[src/hdl/ssc_pkg.sv]
// ----------------------------------------------------------------------------
// ssc_pkg
// Shared types and constants of the sample stream consolidator.
// ----------------------------------------------------------------------------
package ssc_pkg;

  localparam int SAMPLE_WIDTH = 32;
  localparam int FACTOR_WIDTH = 16;
  localparam int ACC_WIDTH    = (SAMPLE_WIDTH + FACTOR_WIDTH > 64) ? 64
                                : (SAMPLE_WIDTH + FACTOR_WIDTH);
  localparam int STEP_WIDTH   = $clog2(ACC_WIDTH);
  localparam int JOB_DEPTH    = 2;
  localparam int APB_DATA_WIDTH = 32;
  localparam int APB_ADDR_WIDTH = 3;

  // Register indexes, taken from address bit 2.
  localparam logic REG_MODE   = 1'b0;
  localparam logic REG_FACTOR = 1'b1;

  typedef enum logic [1:0] {
    MODE_MAX  = 2'd0,
    MODE_MIN  = 2'd1,
    MODE_AVG  = 2'd2,
    MODE_LAST = 2'd3
  } mode_t;

  typedef enum logic [1:0] {
    BK_IDLE,
    BK_DIV,
    BK_DONE
  } back_state_t;

  typedef struct packed {
    logic signed [SAMPLE_WIDTH-1:0] sample;
    logic                           sample_valid;
    logic                           first_of_series;
  } in_t;

  typedef struct packed {
    logic signed [SAMPLE_WIDTH-1:0] result;
    logic                           result_valid;
  } out_t;

  // One finished group (or one pass-through sample) handed to the back end.
  typedef struct packed {
    logic signed [ACC_WIDTH-1:0] acc;
    logic                        acc_valid;
    logic [FACTOR_WIDTH-1:0]     count;
    logic                        is_avg;
  } job_t;

endpackage

[src/hdl/ssc_front.sv]
// ----------------------------------------------------------------------------
// ssc_front
// Accepts samples, folds them into the group accumulator and emits one job
// per finished group or per pass-through sample.
// ----------------------------------------------------------------------------
module ssc_front import ssc_pkg::*; (
  input  logic                    clk,
  input  logic                    rst_n,
  input  mode_t                   mode,
  input  logic [FACTOR_WIDTH-1:0] factor,
  input  logic                    push,
  output logic                    full,
  input  in_t                     in_data,
  output logic                    job_push,
  output job_t                    job,
  input  logic                    job_full
);

  localparam logic signed [ACC_WIDTH-1:0] ACC_MAX = {1'b0, {(ACC_WIDTH-1){1'b1}}};
  localparam logic signed [ACC_WIDTH-1:0] ACC_MIN = {1'b1, {(ACC_WIDTH-1){1'b0}}};

  logic signed [ACC_WIDTH-1:0] acc_r, acc_nxt;
  logic                        accv_r, accv_nxt;
  logic [FACTOR_WIDTH-1:0]     cnt_r, cnt_nxt;
  logic [FACTOR_WIDTH-1:0]     pos_r, pos_nxt;

  logic                        accept;
  logic                        pass;
  logic                        group_end;
  logic [FACTOR_WIDTH-1:0]     pos_eff;
  logic signed [ACC_WIDTH-1:0] smp_ext;
  logic signed [ACC_WIDTH:0]   sum;
  logic signed [ACC_WIDTH-1:0] sum_sat;
  logic signed [ACC_WIDTH-1:0] fold_acc;
  logic                        fold_accv;
  logic [FACTOR_WIDTH-1:0]     fold_cnt;

  assign full    = job_full;
  assign accept  = push & ~job_full;
  assign pass    = (factor[FACTOR_WIDTH-1:1] == '0);
  assign pos_eff = in_data.first_of_series ? '0 : pos_r;
  assign group_end = (pos_eff >= (factor - 1'b1));
  assign smp_ext = ACC_WIDTH'(in_data.sample);
  assign sum     = (ACC_WIDTH+1)'(acc_r) + (ACC_WIDTH+1)'(smp_ext);

  always_comb begin
    if (sum[ACC_WIDTH] != sum[ACC_WIDTH-1]) begin
      sum_sat = sum[ACC_WIDTH] ? ACC_MIN : ACC_MAX;
    end else begin
      sum_sat = sum[ACC_WIDTH-1:0];
    end
  end

  // Fold the incoming sample with the current mode.
  always_comb begin
    fold_acc  = acc_r;
    fold_accv = accv_r;
    fold_cnt  = cnt_r;
    if (mode == MODE_LAST) begin
      fold_acc  = in_data.sample_valid ? smp_ext : '0;
      fold_accv = in_data.sample_valid;
    end else if (in_data.sample_valid) begin
      fold_accv = 1'b1;
      if (!accv_r) begin
        fold_acc = smp_ext;
      end else begin
        case (mode)
          MODE_MAX: fold_acc = (smp_ext > acc_r) ? smp_ext : acc_r;
          MODE_MIN: fold_acc = (smp_ext < acc_r) ? smp_ext : acc_r;
          default:  fold_acc = sum_sat;
        endcase
      end
      if (mode == MODE_AVG && cnt_r != '1) begin
        fold_cnt = cnt_r + 1'b1;
      end
    end
  end

  always_comb begin
    acc_nxt  = acc_r;
    accv_nxt = accv_r;
    cnt_nxt  = cnt_r;
    pos_nxt  = pos_r;
    job_push = 1'b0;
    job.acc       = smp_ext;
    job.acc_valid = in_data.sample_valid;
    job.count     = '0;
    job.is_avg    = 1'b0;
    if (accept) begin
      if (pass) begin
        job_push = 1'b1;
      end else if (group_end) begin
        job_push      = 1'b1;
        job.acc       = fold_acc;
        job.acc_valid = fold_accv;
        job.count     = fold_cnt;
        job.is_avg    = (mode == MODE_AVG);
        acc_nxt  = '0;
        accv_nxt = 1'b0;
        cnt_nxt  = '0;
        pos_nxt  = '0;
      end else begin
        acc_nxt  = fold_acc;
        accv_nxt = fold_accv;
        cnt_nxt  = fold_cnt;
        pos_nxt  = pos_eff + 1'b1;
      end
    end
  end

  always_ff @(posedge clk) begin
    if (!rst_n) begin
      acc_r  <= '0;
      accv_r <= 1'b0;
      cnt_r  <= '0;
      pos_r  <= '0;
    end else begin
      acc_r  <= acc_nxt;
      accv_r <= accv_nxt;
      cnt_r  <= cnt_nxt;
      pos_r  <= pos_nxt;
    end
  end

endmodule

[src/hdl/ssc_job_fifo.sv]
// ----------------------------------------------------------------------------
// ssc_job_fifo
// Short queue of jobs between the front and the back end.
// ----------------------------------------------------------------------------
module ssc_job_fifo import ssc_pkg::*; (
  input  logic clk,
  input  logic rst_n,
  input  logic push,
  input  job_t din,
  output logic full,
  input  logic pop,
  output job_t dout,
  output logic empty
);

  localparam int PTR_WIDTH = (JOB_DEPTH > 1) ? $clog2(JOB_DEPTH) : 1;
  localparam int CNT_WIDTH = $clog2(JOB_DEPTH + 1);
  localparam logic [PTR_WIDTH-1:0] LAST_PTR = PTR_WIDTH'(JOB_DEPTH - 1);

  job_t                 mem_r [JOB_DEPTH];
  logic [PTR_WIDTH-1:0] wr_ptr_r, wr_ptr_nxt;
  logic [PTR_WIDTH-1:0] rd_ptr_r, rd_ptr_nxt;
  logic [CNT_WIDTH-1:0] count_r, count_nxt;
  logic                 do_push;
  logic                 do_pop;

  assign full    = (count_r == CNT_WIDTH'(JOB_DEPTH));
  assign empty   = (count_r == '0);
  assign do_push = push & ~full;
  assign do_pop  = pop & ~empty;
  assign dout    = mem_r[rd_ptr_r];

  always_comb begin
    wr_ptr_nxt = wr_ptr_r;
    rd_ptr_nxt = rd_ptr_r;
    count_nxt  = count_r;
    if (do_push) begin
      wr_ptr_nxt = (wr_ptr_r == LAST_PTR) ? '0 : wr_ptr_r + 1'b1;
    end
    if (do_pop) begin
      rd_ptr_nxt = (rd_ptr_r == LAST_PTR) ? '0 : rd_ptr_r + 1'b1;
    end
    if (do_push && !do_pop) begin
      count_nxt = count_r + 1'b1;
    end else if (do_pop && !do_push) begin
      count_nxt = count_r - 1'b1;
    end
  end

  always_ff @(posedge clk) begin
    if (!rst_n) begin
      wr_ptr_r <= '0;
      rd_ptr_r <= '0;
      count_r  <= '0;
    end else begin
      wr_ptr_r <= wr_ptr_nxt;
      rd_ptr_r <= rd_ptr_nxt;
      count_r  <= count_nxt;
    end
  end

  always_ff @(posedge clk) begin
    if (do_push) begin
      mem_r[wr_ptr_r] <= din;
    end
  end

endmodule

[src/hdl/ssc_back.sv]
// ----------------------------------------------------------------------------
// ssc_back
// Turns jobs into results: rounded average by a bit-serial divider,
// saturation to the sample range, and the result register.
// ----------------------------------------------------------------------------
module ssc_back import ssc_pkg::*; (
  input  logic clk,
  input  logic rst_n,
  input  logic job_avail,
  input  job_t job,
  output logic job_pop,
  output out_t out_data,
  output logic empty,
  input  logic pop
);

  localparam int VAL_WIDTH = ACC_WIDTH + 2;
  localparam logic signed [VAL_WIDTH-1:0] VAL_MAX =
    {{(VAL_WIDTH-SAMPLE_WIDTH+1){1'b0}}, {(SAMPLE_WIDTH-1){1'b1}}};
  localparam logic signed [VAL_WIDTH-1:0] VAL_MIN = ~VAL_MAX;

  back_state_t                 state_r, state_nxt;
  logic signed [ACC_WIDTH-1:0] acc_r, acc_nxt;
  logic                        neg_r, neg_nxt;
  logic                        accv_r, accv_nxt;
  logic                        div_r, div_nxt;
  logic [FACTOR_WIDTH-1:0]     count_r, count_nxt;
  logic [ACC_WIDTH-1:0]        quo_r, quo_nxt;
  logic [FACTOR_WIDTH-1:0]     rem_r, rem_nxt;
  logic [STEP_WIDTH-1:0]       step_r, step_nxt;
  out_t                        out_r, out_nxt;
  logic                        out_vld_r, out_vld_nxt;

  logic [ACC_WIDTH-1:0]        mag;
  logic [FACTOR_WIDTH:0]       trial;
  logic                        trial_ge;
  logic                        round_up;
  logic [ACC_WIDTH:0]          q_rnd;
  logic signed [VAL_WIDTH-1:0] q_val;
  logic signed [VAL_WIDTH-1:0] val;
  logic signed [SAMPLE_WIDTH-1:0] val_sat;
  logic                        slot_free;

  assign out_data  = out_r;
  assign empty     = ~out_vld_r;
  assign slot_free = ~out_vld_r | pop;

  assign mag      = job.acc[ACC_WIDTH-1] ? ACC_WIDTH'(-job.acc) : ACC_WIDTH'(job.acc);
  assign trial    = {rem_r, quo_r[ACC_WIDTH-1]};
  assign trial_ge = (trial >= {1'b0, count_r});
  assign round_up = ({rem_r, 1'b0} >= {1'b0, count_r});
  assign q_rnd    = {1'b0, quo_r} + (ACC_WIDTH+1)'(round_up);
  assign q_val    = neg_r ? -$signed({1'b0, q_rnd}) : $signed({1'b0, q_rnd});
  assign val      = div_r ? q_val : VAL_WIDTH'(acc_r);

  always_comb begin
    if (val > VAL_MAX) begin
      val_sat = VAL_MAX[SAMPLE_WIDTH-1:0];
    end else if (val < VAL_MIN) begin
      val_sat = VAL_MIN[SAMPLE_WIDTH-1:0];
    end else begin
      val_sat = val[SAMPLE_WIDTH-1:0];
    end
  end

  always_comb begin
    state_nxt   = state_r;
    acc_nxt     = acc_r;
    neg_nxt     = neg_r;
    accv_nxt    = accv_r;
    div_nxt     = div_r;
    count_nxt   = count_r;
    quo_nxt     = quo_r;
    rem_nxt     = rem_r;
    step_nxt    = step_r;
    out_nxt     = out_r;
    out_vld_nxt = out_vld_r & ~pop;
    job_pop     = 1'b0;
    case (state_r)
      BK_IDLE: begin
        if (job_avail) begin
          job_pop   = 1'b1;
          acc_nxt   = job.acc;
          neg_nxt   = job.acc[ACC_WIDTH-1];
          accv_nxt  = job.acc_valid;
          count_nxt = job.count;
          quo_nxt   = mag;
          rem_nxt   = '0;
          step_nxt  = STEP_WIDTH'(ACC_WIDTH - 1);
          div_nxt   = job.is_avg & job.acc_valid & (job.count != '0);
          state_nxt = div_nxt ? BK_DIV : BK_DONE;
        end
      end
      BK_DIV: begin
        rem_nxt  = trial_ge ? FACTOR_WIDTH'(trial - {1'b0, count_r})
                            : trial[FACTOR_WIDTH-1:0];
        quo_nxt  = {quo_r[ACC_WIDTH-2:0], trial_ge};
        step_nxt = step_r - 1'b1;
        if (step_r == '0) begin
          state_nxt = BK_DONE;
        end
      end
      BK_DONE: begin
        if (slot_free) begin
          out_nxt.result       = accv_r ? val_sat : '0;
          out_nxt.result_valid = accv_r;
          out_vld_nxt          = 1'b1;
          state_nxt            = BK_IDLE;
        end
      end
      default: begin
        state_nxt = BK_IDLE;
      end
    endcase
  end

  always_ff @(posedge clk) begin
    if (!rst_n) begin
      state_r   <= BK_IDLE;
      out_vld_r <= 1'b0;
    end else begin
      state_r   <= state_nxt;
      out_vld_r <= out_vld_nxt;
    end
  end

  always_ff @(posedge clk) begin
    acc_r   <= acc_nxt;
    neg_r   <= neg_nxt;
    accv_r  <= accv_nxt;
    div_r   <= div_nxt;
    count_r <= count_nxt;
    quo_r   <= quo_nxt;
    rem_r   <= rem_nxt;
    step_r  <= step_nxt;
    out_r   <= out_nxt;
  end

endmodule

[src/hdl/sample_stream_consolidator_top.sv]
// ----------------------------------------------------------------------------
// sample_stream_consolidator_top
// Folds a stream of Q16.16 samples into one result per group of
// decimation_factor samples, by maximum, minimum, average or last value.
// ----------------------------------------------------------------------------
// The front end takes one sample transfer per cycle while full is low and
// folds it into the group accumulator in that same cycle. A sample that
// closes a group, and every sample when the decimation factor is 0 or 1
// (pass-through), becomes a job in a two-entry queue, and full stays high
// only while that queue is full. The back end takes one job at a time:
// maximum, minimum, last and pass-through results go from the idle state
// to the done state, while an average runs a bit-serial divider of one
// quotient bit per cycle over the 48-bit accumulator magnitude. The
// divider therefore sets the sustained rate when short average groups
// follow each other; long groups run at one sample per cycle. Results
// leave in order through a one-entry output register, and the back end
// may finish a new result in the cycle the waiting one is popped. The
// averages are rounded to nearest with ties away from zero, and every
// result saturates to the 32-bit sample range. Mode and decimation
// factor are written over the APB port at byte addresses 0 and 4 and
// should only change while no result is outstanding.
// ----------------------------------------------------------------------------
module sample_stream_consolidator_top import ssc_pkg::*; (
  input  logic                      clk,
  input  logic                      rst_n,
  // Input channel
  input  logic                      push,
  output logic                      full,
  input  in_t                       in_data,
  // Result channel
  output logic                      empty,
  input  logic                      pop,
  output out_t                      out_data,
  // Configuration port
  input  logic                      psel,
  input  logic                      penable,
  input  logic                      pwrite,
  input  logic [APB_ADDR_WIDTH-1:0] paddr,
  input  logic [APB_DATA_WIDTH-1:0] pwdata,
  output logic [APB_DATA_WIDTH-1:0] prdata,
  output logic                      pready
);

  mode_t                   mode_r;
  logic [FACTOR_WIDTH-1:0] factor_r;
  logic                    cfg_write;

  logic                    job_push;
  job_t                    job_in;
  logic                    job_full;
  logic                    job_pop;
  job_t                    job_out;
  logic                    job_empty;

  // The port never inserts wait states; a write lands in the access phase.
  assign pready    = 1'b1;
  assign cfg_write = psel & penable & pwrite;

  always_ff @(posedge clk) begin
    if (!rst_n) begin
      mode_r   <= MODE_MAX;
      factor_r <= FACTOR_WIDTH'(1);
    end else if (cfg_write) begin
      case (paddr[2])
        REG_MODE:   mode_r   <= mode_t'(pwdata[1:0]);
        REG_FACTOR: factor_r <= pwdata[FACTOR_WIDTH-1:0];
        default:    mode_r   <= mode_r;
      endcase
    end
  end

  always_comb begin
    case (paddr[2])
      REG_MODE:   prdata = APB_DATA_WIDTH'(mode_r);
      REG_FACTOR: prdata = APB_DATA_WIDTH'(factor_r);
      default:    prdata = '0;
    endcase
  end

  // Accumulation and group counting.
  ssc_front u_front (
    .clk      (clk),
    .rst_n    (rst_n),
    .mode     (mode_r),
    .factor   (factor_r),
    .push     (push),
    .full     (full),
    .in_data  (in_data),
    .job_push (job_push),
    .job      (job_in),
    .job_full (job_full)
  );

  // Decouples the front end from the back end and its serial divider.
  ssc_job_fifo u_job_fifo (
    .clk   (clk),
    .rst_n (rst_n),
    .push  (job_push),
    .din   (job_in),
    .full  (job_full),
    .pop   (job_pop),
    .dout  (job_out),
    .empty (job_empty)
  );

  // Averaging divider, saturation and result register.
  ssc_back u_back (
    .clk       (clk),
    .rst_n     (rst_n),
    .job_avail (~job_empty),
    .job       (job_out),
    .job_pop   (job_pop),
    .out_data  (out_data),
    .empty     (empty),
    .pop       (pop)
  );

endmodule

[config.mk]
export PLATFORM = sky130hd
export DESIGN_NAME = sample_stream_consolidator_top
export DESIGN_NICKNAME = d
export VERILOG_FILES = /design/src/hdl/ssc_pkg.sv /design/src/hdl/ssc_front.sv /design/src/hdl/ssc_job_fifo.sv /design/src/hdl/ssc_back.sv /design/src/hdl/sample_stream_consolidator_top.sv
export SDC_FILE = /design/constraint.sdc
export NUM_CORES = 1
export LEC_CHECK = 0
export BUFFER_PORTS_ARGS = -buffer_cell sky130_fd_sc_hd__buf_2
export CORE_MARGIN = 3
export CORE_UTILIZATION = 45
export CTS_BUF_LIST = sky130_fd_sc_hd__clkbuf_8
export DETAILED_ROUTE_END_ITERATION = 16
export SETUP_SLACK_MARGIN = 0.4
export SLEW_MARGIN = 30
export SYNTH_ARGS = -nofsm -noshare
export SYNTH_HDL_FRONTEND = slang
export SYNTH_SLANG_ARGS = --single-unit
[constraint.sdc]
create_clock -name clk -period 7.42 [get_ports clk]
set_clock_uncertainty 0.1 [all_clocks]
set_input_delay 0.371 -clock clk [delete_from_list [all_inputs] [get_ports clk]]
set_output_delay 0.371 -clock clk [all_outputs]
set_load 0.05 [all_outputs]
Yosys cells after proc, flatten, opt, wreduce, memory -nomap -nowiden
Memories as Yosys holds them, arrays and structs flattened. A register that Yosys moved wholly into a read port is not among the register bits.
Index checks and enable logic that the tools add are counted.
{"block": "word_totals", "ram_bits": 132, "romBits": 0, "output_inout_bits": 68, "elab_cells": 146, "ff_bits": 276, "latch_bits": 0, "n_memories": 1, "input_bits": 76}
{"name": "u_job_fifo.mem_r", "depth": 2, "width": 66, "read_ports": 1, "rd_ports_with_merged_regs": 1, "write_ports": 1, "line_no": "ssc_job_fifo.sv:20", "text": "job_t mem_r [JOB_DEPTH];"}
{"block": "classes", "n_eq_ne": 11, "shift": 0, "n_mux": 55, "add_sub_neg": 13, "n_bitwise": 16, "multipliers": 0, "n_lt_le_gt_ge": 7, "div_mod_pow": 0, "n_reduce_logical": 21}
{"op": "48-bit two-way mux", "count": 11}
{"op": "66-bit two-way mux", "count": 3}
{"op": "48-bit case mux with 2 select lines", "count": 2}
{"op": "16-bit two-way mux", "count": 8}
{"op": "50-bit two-way mux", "count": 2}
{"op": "32-bit case mux with 2 select lines", "count": 1}
{"op": "50-bit by 32-bit > comparator with 1-bit output (second input constant)", "count": 1}
{"op": "50-bit by 32-bit less-than comparator with 1-bit output (second input constant)", "count": 1}
{"op": "49-bit negation with 50-bit output", "count": 1}
{"op": "48-bit by 1-bit adder with 49-bit output", "count": 1}
{"op": "48-bit by 32-bit adder with 49-bit output", "count": 1}
{"op": "32-bit by 48-bit > comparator with 1-bit output", "count": 1}
{"op": "32-bit by 48-bit less-than comparator with 1-bit output", "count": 1}
{"op": "48-bit negation", "count": 1}
{"op": "17-bit by 16-bit >= comparator with 1-bit output", "count": 2}
{"op": "16-bit by 1-bit adder with 16-bit output (second input constant)", "count": 2}
{"op": "32-bit two-way mux", "count": 1}
{"op": "16-bit case mux with 2 select lines", "count": 1}
{"op": "31-bit two-way mux", "count": 1}
{"op": "16-bit >= comparator", "count": 1}
{"op": "1-bit two-way mux", "count": 16}
{"op": "16-bit != test (second input constant)", "count": 1}
{"op": "16-bit nonzero test", "count": 1}
{"op": "16-bit by 1-bit subtractor with 16-bit output (second input constant)", "count": 1}
{"op": "other kinds (26)", "count": 61}

Longest topological paths before layout
{"block": "depth", "depth_word": 10, "ltp_mapped": 31, "depth_no_buf": 29}

Hierarchy
From an unflattened synthesis, not the netlist that was laid out.
{"block": "unflattened", "hier_cells": 3111, "hier_area_um2": 28823.9}
{"mod": "ssc_back", "n_inst": 1, "cells_each": 1279, "seq_area_each_um2": 5134.9, "area_per_inst_um2": 12146.6}
{"mod": "ssc_front", "n_inst": 1, "cells_each": 1486, "seq_area_each_um2": 1621.6, "area_per_inst_um2": 10672.7}
{"mod": "ssc_job_fifo", "n_inst": 1, "cells_each": 230, "seq_area_each_um2": 4063.9, "area_per_inst_um2": 5003.5}
{"mod": "sample_stream_consolidator_top", "n_inst": 1, "cells_each": 116, "seq_area_each_um2": 360.3, "area_per_inst_um2": 1001.0}

Worst setup path before layout
Ideal clock, no wire load.
{"block": "synth_path", "kind": "register to register", "start": "register u_back.state_r[0]", "end": "register u_job_fifo.count_r[1]", "arrival_time_ns": 6.388, "stages_incl_launch_ff": 8, "path_buffers": 1, "required_time_ns": 7.244, "synth_period_minus_slack_ns": 6.564, "setup_slack_ns": 0.856, "setup_ns": 0.076, "path_cell_list": "dfxtp_1 clkbuf_1 nor3_1 inv_1 ha_1 xor2_1 or3_1 a21boi_0"}
{"block": "synth_via", "elab_chain_len": 6, "elab_cells_between_ends": 8, "cone_classes": "2 x mux; 1 x bitwise; 5 x reduce/logical"}
{"item": "start, declared", "line_no": "ssc_back.sv:22", "text": "back_state_t state_r, state_nxt;"}
{"item": "start signal, assigned", "line_no": "ssc_back.sv:122", "text": "state_r <= state_nxt;"}
{"item": "2-bit zero test (*)", "line_no": "ssc_back.sv:79", "text": "case (state_r)"}
{"item": "1-bit two-way mux (*)", "line_no": "ssc_back.sv:79"}
{"item": "via job_pop", "line_no": "sample_stream_consolidator_top.sv:51", "text": "logic job_pop;"}
{"item": "1-bit AND (*)", "line_no": "ssc_job_fifo.sv:30", "text": "assign do_pop = pop & ~empty;"}
{"item": "1-bit zero test", "line_no": "ssc_job_fifo.sv:43", "text": "if (do_push && !do_pop) begin"}
{"item": "1-bit logical AND", "line_no": "ssc_job_fifo.sv:43"}
{"item": "2-bit two-way mux / 2-bit nonzero test (equally long branches)"}
{"item": "end signal, assigned", "line_no": "ssc_job_fifo.sv:58", "text": "count_r <= count_nxt;"}
{"item": "end, declared", "line_no": "ssc_job_fifo.sv:23", "text": "logic [CNT_WIDTH-1:0] count_r, count_nxt;"}
Mark *: on every way through the listed nets, which the timed path passes. The rest lies on a longest branch.
A chain may end at the register's enable or synchronous reset.

Worst setup path after layout
{"block": "layout_path", "start": "register u_back.rem_r[1]", "end": "register u_back.out_r (netlist bit u_back.out_data[6]), data pin"}
{"block": "layout_via", "elab_chain_len": 8, "elab_cells_between_ends": 9, "cone_classes": "2 x add/sub; 3 x order compare; 4 x mux"}
{"item": "start, declared", "line_no": "ssc_back.sv:29", "text": "logic [FACTOR_WIDTH-1:0] rem_r, rem_nxt;"}
{"item": "start signal, assigned", "line_no": "ssc_back.sv:134", "text": "rem_r <= rem_nxt;"}
{"item": "17-bit by 16-bit >= comparator with 1-bit output (*)", "line_no": "ssc_back.sv:51", "text": "assign round_up = ({rem_r, 1'b0} >= {1'b0, count_r});"}
{"item": "48-bit by 1-bit adder with 49-bit output (*)", "line_no": "ssc_back.sv:52", "text": "assign q_rnd = {1'b0, quo_r} + (ACC_WIDTH+1)'(round_up);"}
{"item": "49-bit negation with 50-bit output", "line_no": "ssc_back.sv:53", "text": "assign q_val = neg_r ? -$signed({1'b0, q_rnd}) : $signed({1'b0, q_rnd});"}
{"item": "50-bit two-way mux (*)", "line_no": "ssc_back.sv:53"}
{"item": "50-bit two-way mux (*)", "line_no": "ssc_back.sv:54", "text": "assign val = div_r ? q_val : VAL_WIDTH'(acc_r);"}
{"item": "50-bit by 32-bit less-than comparator with 1-bit output", "line_no": "ssc_back.sv:59", "text": "end else if (val < VAL_MIN) begin"}
{"item": "32-bit two-way mux", "line_no": "ssc_back.sv:59"}
{"item": "31-bit two-way mux (*)", "line_no": "ssc_back.sv:57", "text": "if (val > VAL_MAX) begin"}
{"item": "end signal, assigned", "line_no": "ssc_back.sv:136", "text": "out_r <= out_nxt;"}
{"item": "end, declared", "line_no": "ssc_back.sv:31", "text": "out_t out_r, out_nxt;"}
Every way passes the cells marked *; elsewhere a longest branch is shown, timed or not.

==> impl_metrics.json <==
{
  "status": "finished clean",
  "cts_sinks": 408,
  "antenna_found_initial": 1,
  "synth_area_leaders": "edfxtp_1 32%, dfxtp_1 7.6%, ha_1 6.1%, xnor2_1 4.3%, o21ai_0 4.1%",
  "wirelength_um": 80050,
  "regToRegEndpoint": "u_back.out_data[6]$_SDFFCE_PN0P_",
  "worstPathArrival_ns": 6.92,
  "ctsLongestPathBuffers": 3,
  "wl_per_cell_um": 19.46,
  "synth_edf_count": 301,
  "drtIter0Drc": 1799,
  "r2r-start": "u_back.rem_r[1]$_SDFFCE_PN0P_",
  "rows": 91,
  "ys.flop_type": "edfxtp_1",
  "rsz0062_at_grt": "no",
  "rrSetupSlack_ns": 0.77,
  "stdcell_area_um2": 31470,
  "cp-end-kind": "register",
  "hold-worst-slack_ns": 0.05987,
  "n_fill_cell": 5891,
  "total_leakage_power_uw": 0.01169,
  "track_usage_pct": 23.47,
  "synthCells": 3145,
  "max-cap-violations": 0,
  "reg2reg_depth": 30,
  "dieWidth_um": 256.7,
  "dp_hpwl_um": 57520,
  "htreeDepth": 3,
  "cpLargestDelayFamily": "compound AO/OA/AOI/OAI gates",
  "port_buffers": 108,
  "setup_tns_ns": 0,
  "die_y_um": 256.7,
  "max_slew.worst_pin.slew_ns": 0.9230,
  "vdd_drop_max_mv": 0.2147,
  "cts.clk_slew.worst_paths_ns": 0.06,
  "drc_errors": 0,
  "power_density_nw_per_um2": 330.3,
  "cp_num_buf_inv": 3,
  "synth-seq-cells": 408,
  "hp-class": "in2reg",
  "ios": 144,
  "clk_latency_ns": 0.65,
  "fin_crit_ns": 6.645,
  "die-area_um2": 65890,
  "worstHoldPathCells": 3,
  "grt_max_degree": 97,
  "place_area_um2": 29510,
  "grt_pass1_wl_um": 125800,
  "cts_made_buffers": 75,
  "syn_to_final_growth_pct": 11.29,
  "fmaxAchievable_mhz": 150.5,
  "syn_area_um2": 28280,
  "hold_violations": 0,
  "crit_type": "reg2reg",
  "max_stage_delay_ns": 0.44,
  "min_to": "u_front.acc_r[28]$_SDFFE_PN0P_",
  "avgSynthCellArea_um2": 8.992,
  "start_util_pct": 45.66,
  "final_antenna_net_count": 0,
  "core_um2": 61940,
  "nets": 3439,
  "yosysWarnings": 0,
  "cp.required_ns": 7.69,
  "async_flop_share_pct": 0,
  "min_from": "in_data[30]",
  "min_period_over_period_pct": 89.56,
  "via_per_inst": 5.780,
  "gp_congestion": 0.9407,
  "tritoncts": "done",
  "grt_pass1_vias": 22906,
  "crit_path_start_kind": "register",
  "synthDistinctLibCells": 94,
  "drv_slew": 0,
  "cts_root_buffer": "clkbuf_8",
  "synth_area_leader_cell": "edfxtp_1",
  "relSlewSlack_pct": 38.40,
  "setup_viol": 0,
  "overflow": 0,
  "crit_path_top_delay_cell": "edfxtp_1",
  "firstDrtPassIters": 6,
  "ys_seq_area_share_pct": 39.53,
  "via_count": 23778,
  "netlist.area_leader.share_pct": 31.96,
  "cp_max_fo": 15,
  "drive_gt1_share_pct": 11.90
}
==> cells by family after synthesis <==
| kind of cell | count (synthesis) | synth area share, % |
|---|---|---|
| buffers and inverters | 381 | 5.473 |
| multiplexers | 141 | 5.243 |
| adder cells (fa/ha/maj) | 140 | 6.247 |
| AO/OA/AOI/OAI | 833 | 18.64 |
| flip-flops | 408 | 39.53 |
| other | 2 | 0.02656 |
| XOR/XNOR | 223 | 6.906 |
| AND/OR/NAND/NOR | 1017 | 17.93 |
==> routing by layer <==
metal  vias to the layer above  wire length [um]  global-route usage [%]  part of all wire [%]
met5                         -                 0                       0                     0
met4                         0              1846                   6.551                   2.3
met3                       139              4277                   2.963                   5.3
met2                       703             36730                   38.16                    46
met1                     11369             37200                   32.96                    46
li1                      11567                 -                       -                     -
==> registers in the layout (all words and copies together), names as in the netlist, 16 cells and up, named ones only <==
name              count
u_front.acc_r        48
u_back.out_data      33
u_front.pos_r        16
u_front.cnt_r        16
u_back.acc_r         47
u_back.quo_r         48
u_back.count_r       16
u_job_fifo.mem_r    132
factor_r             16
u_back.rem_r         16
==> timing repair <==
action | CTS | global route
hold buffers | 35 | 0
pin swaps | 2 | 5
hold endpoints to repair | 41 | 0
setup endpoints to repair | 31 | 31
cloned | 0 | 1
buffers inserted | 3 | 3
gates resized for setup | 3 | 18
==> final cells by class <==
type / count / area [um2] / share of cell area, %
well taps: 837 / 1047 / 3.327
clock inverters: 48 / 291.5 / 0.9263
diodes: 1 / 2.502 / 0.007951
clock buffers: 82 / 1129 / 3.586
multi-input cells: 2371 / 15800 / 50.20
repair buffers: 198 / 1385 / 4.401
inverters: 169 / 634.4 / 2.016
flip-flops and latches: 408 / 11180 / 35.54
==> tightest hold or removal path, stage by stage <==
cell      delay (ns)
buf_2           0.13
a222oi_1        0.08
o22ai_1         0.16
==> how the worst max path moves through the flow <==
stage	to	slack (ns)	startpoint	cells past startpoint
after global routing	u_back.out_data[1]$_SDFFCE_PN0P_	0.38	u_back.rem_r[1]$_SDFFCE_PN0P_	28
after floorplan	u_job_fifo.count_r[1]$_SDFFE_PN0P_	0.86	u_back.state_r[0]$_SDFFE_PN0P_	7
final	u_back.out_data[6]$_SDFFCE_PN0P_	0.77	u_back.rem_r[1]$_SDFFCE_PN0P_	30
after global placement	u_back.out_data[1]$_SDFFCE_PN0P_	0.33	u_back.rem_r[1]$_SDFFCE_PN0P_	29
after CTS	u_back.out_data[1]$_SDFFCE_PN0P_	0.40	u_back.rem_r[1]$_SDFFCE_PN0P_	28
after detailed placement	u_back.out_data[1]$_SDFFCE_PN0P_	0.23	u_back.rem_r[1]$_SDFFCE_PN0P_	29
==> power breakdown <==
part	switching, uW	internal, uW	total [uW]
combinational	2750	1630	4380
sequential	602	3340	3940
clock	958	1120	2080
total	4310	6090	10400
==> synthesized netlist by cell type (all sizes together), types with 16 or more instances <==
library cell,number
mux2i,84
ha,138
nor4,48
o21bai,19
a21oi,183
a211oi,30
or3,29
dfxtp,107
nand2,305
edfxtp,301
and2,38
inv,166
buf,60
or2,16
a21o,39
nor2b,52
a22oi,35
nand2b,24
o22ai,38
nand4,51
mux2,57
xnor2,138
o21ai,267
and3,38
nor2,218
nor3,68
xor2,85
clkbuf,152
nand3,72
a21boi,37
a31oi,25
o31ai,30
==> cell usage in the layout, fill, tap and decap left out, types with 71 or more instances in the layout <==
cell      instances
nand2_1         305
edfxtp_1        301
o21ai_0         228
nor2_1          216
inv_1           188
a21oi_1         181
xnor2_1         137
ha_1            136
buf_2           107
dfxtp_1         106
xor2_1           85
mux2i_1          83
clkbuf_8         82
nand3_1          71
==> metrics by stage <==
stage	util [%]	total power, uW	cells	setup WS, ns
floorplan	-	7098	3160	0.8560
global placement	47.60	8146	3940	0.3345
detailed placement	47.65	8235	3941	0.2295
CTS	50.55	10380	4109	0.4012
global route	50.81	11070	4114	0.3772
finish	50.81	10390	4114	0.7746
Note: power is estimated with default switching activity, not from simulation.
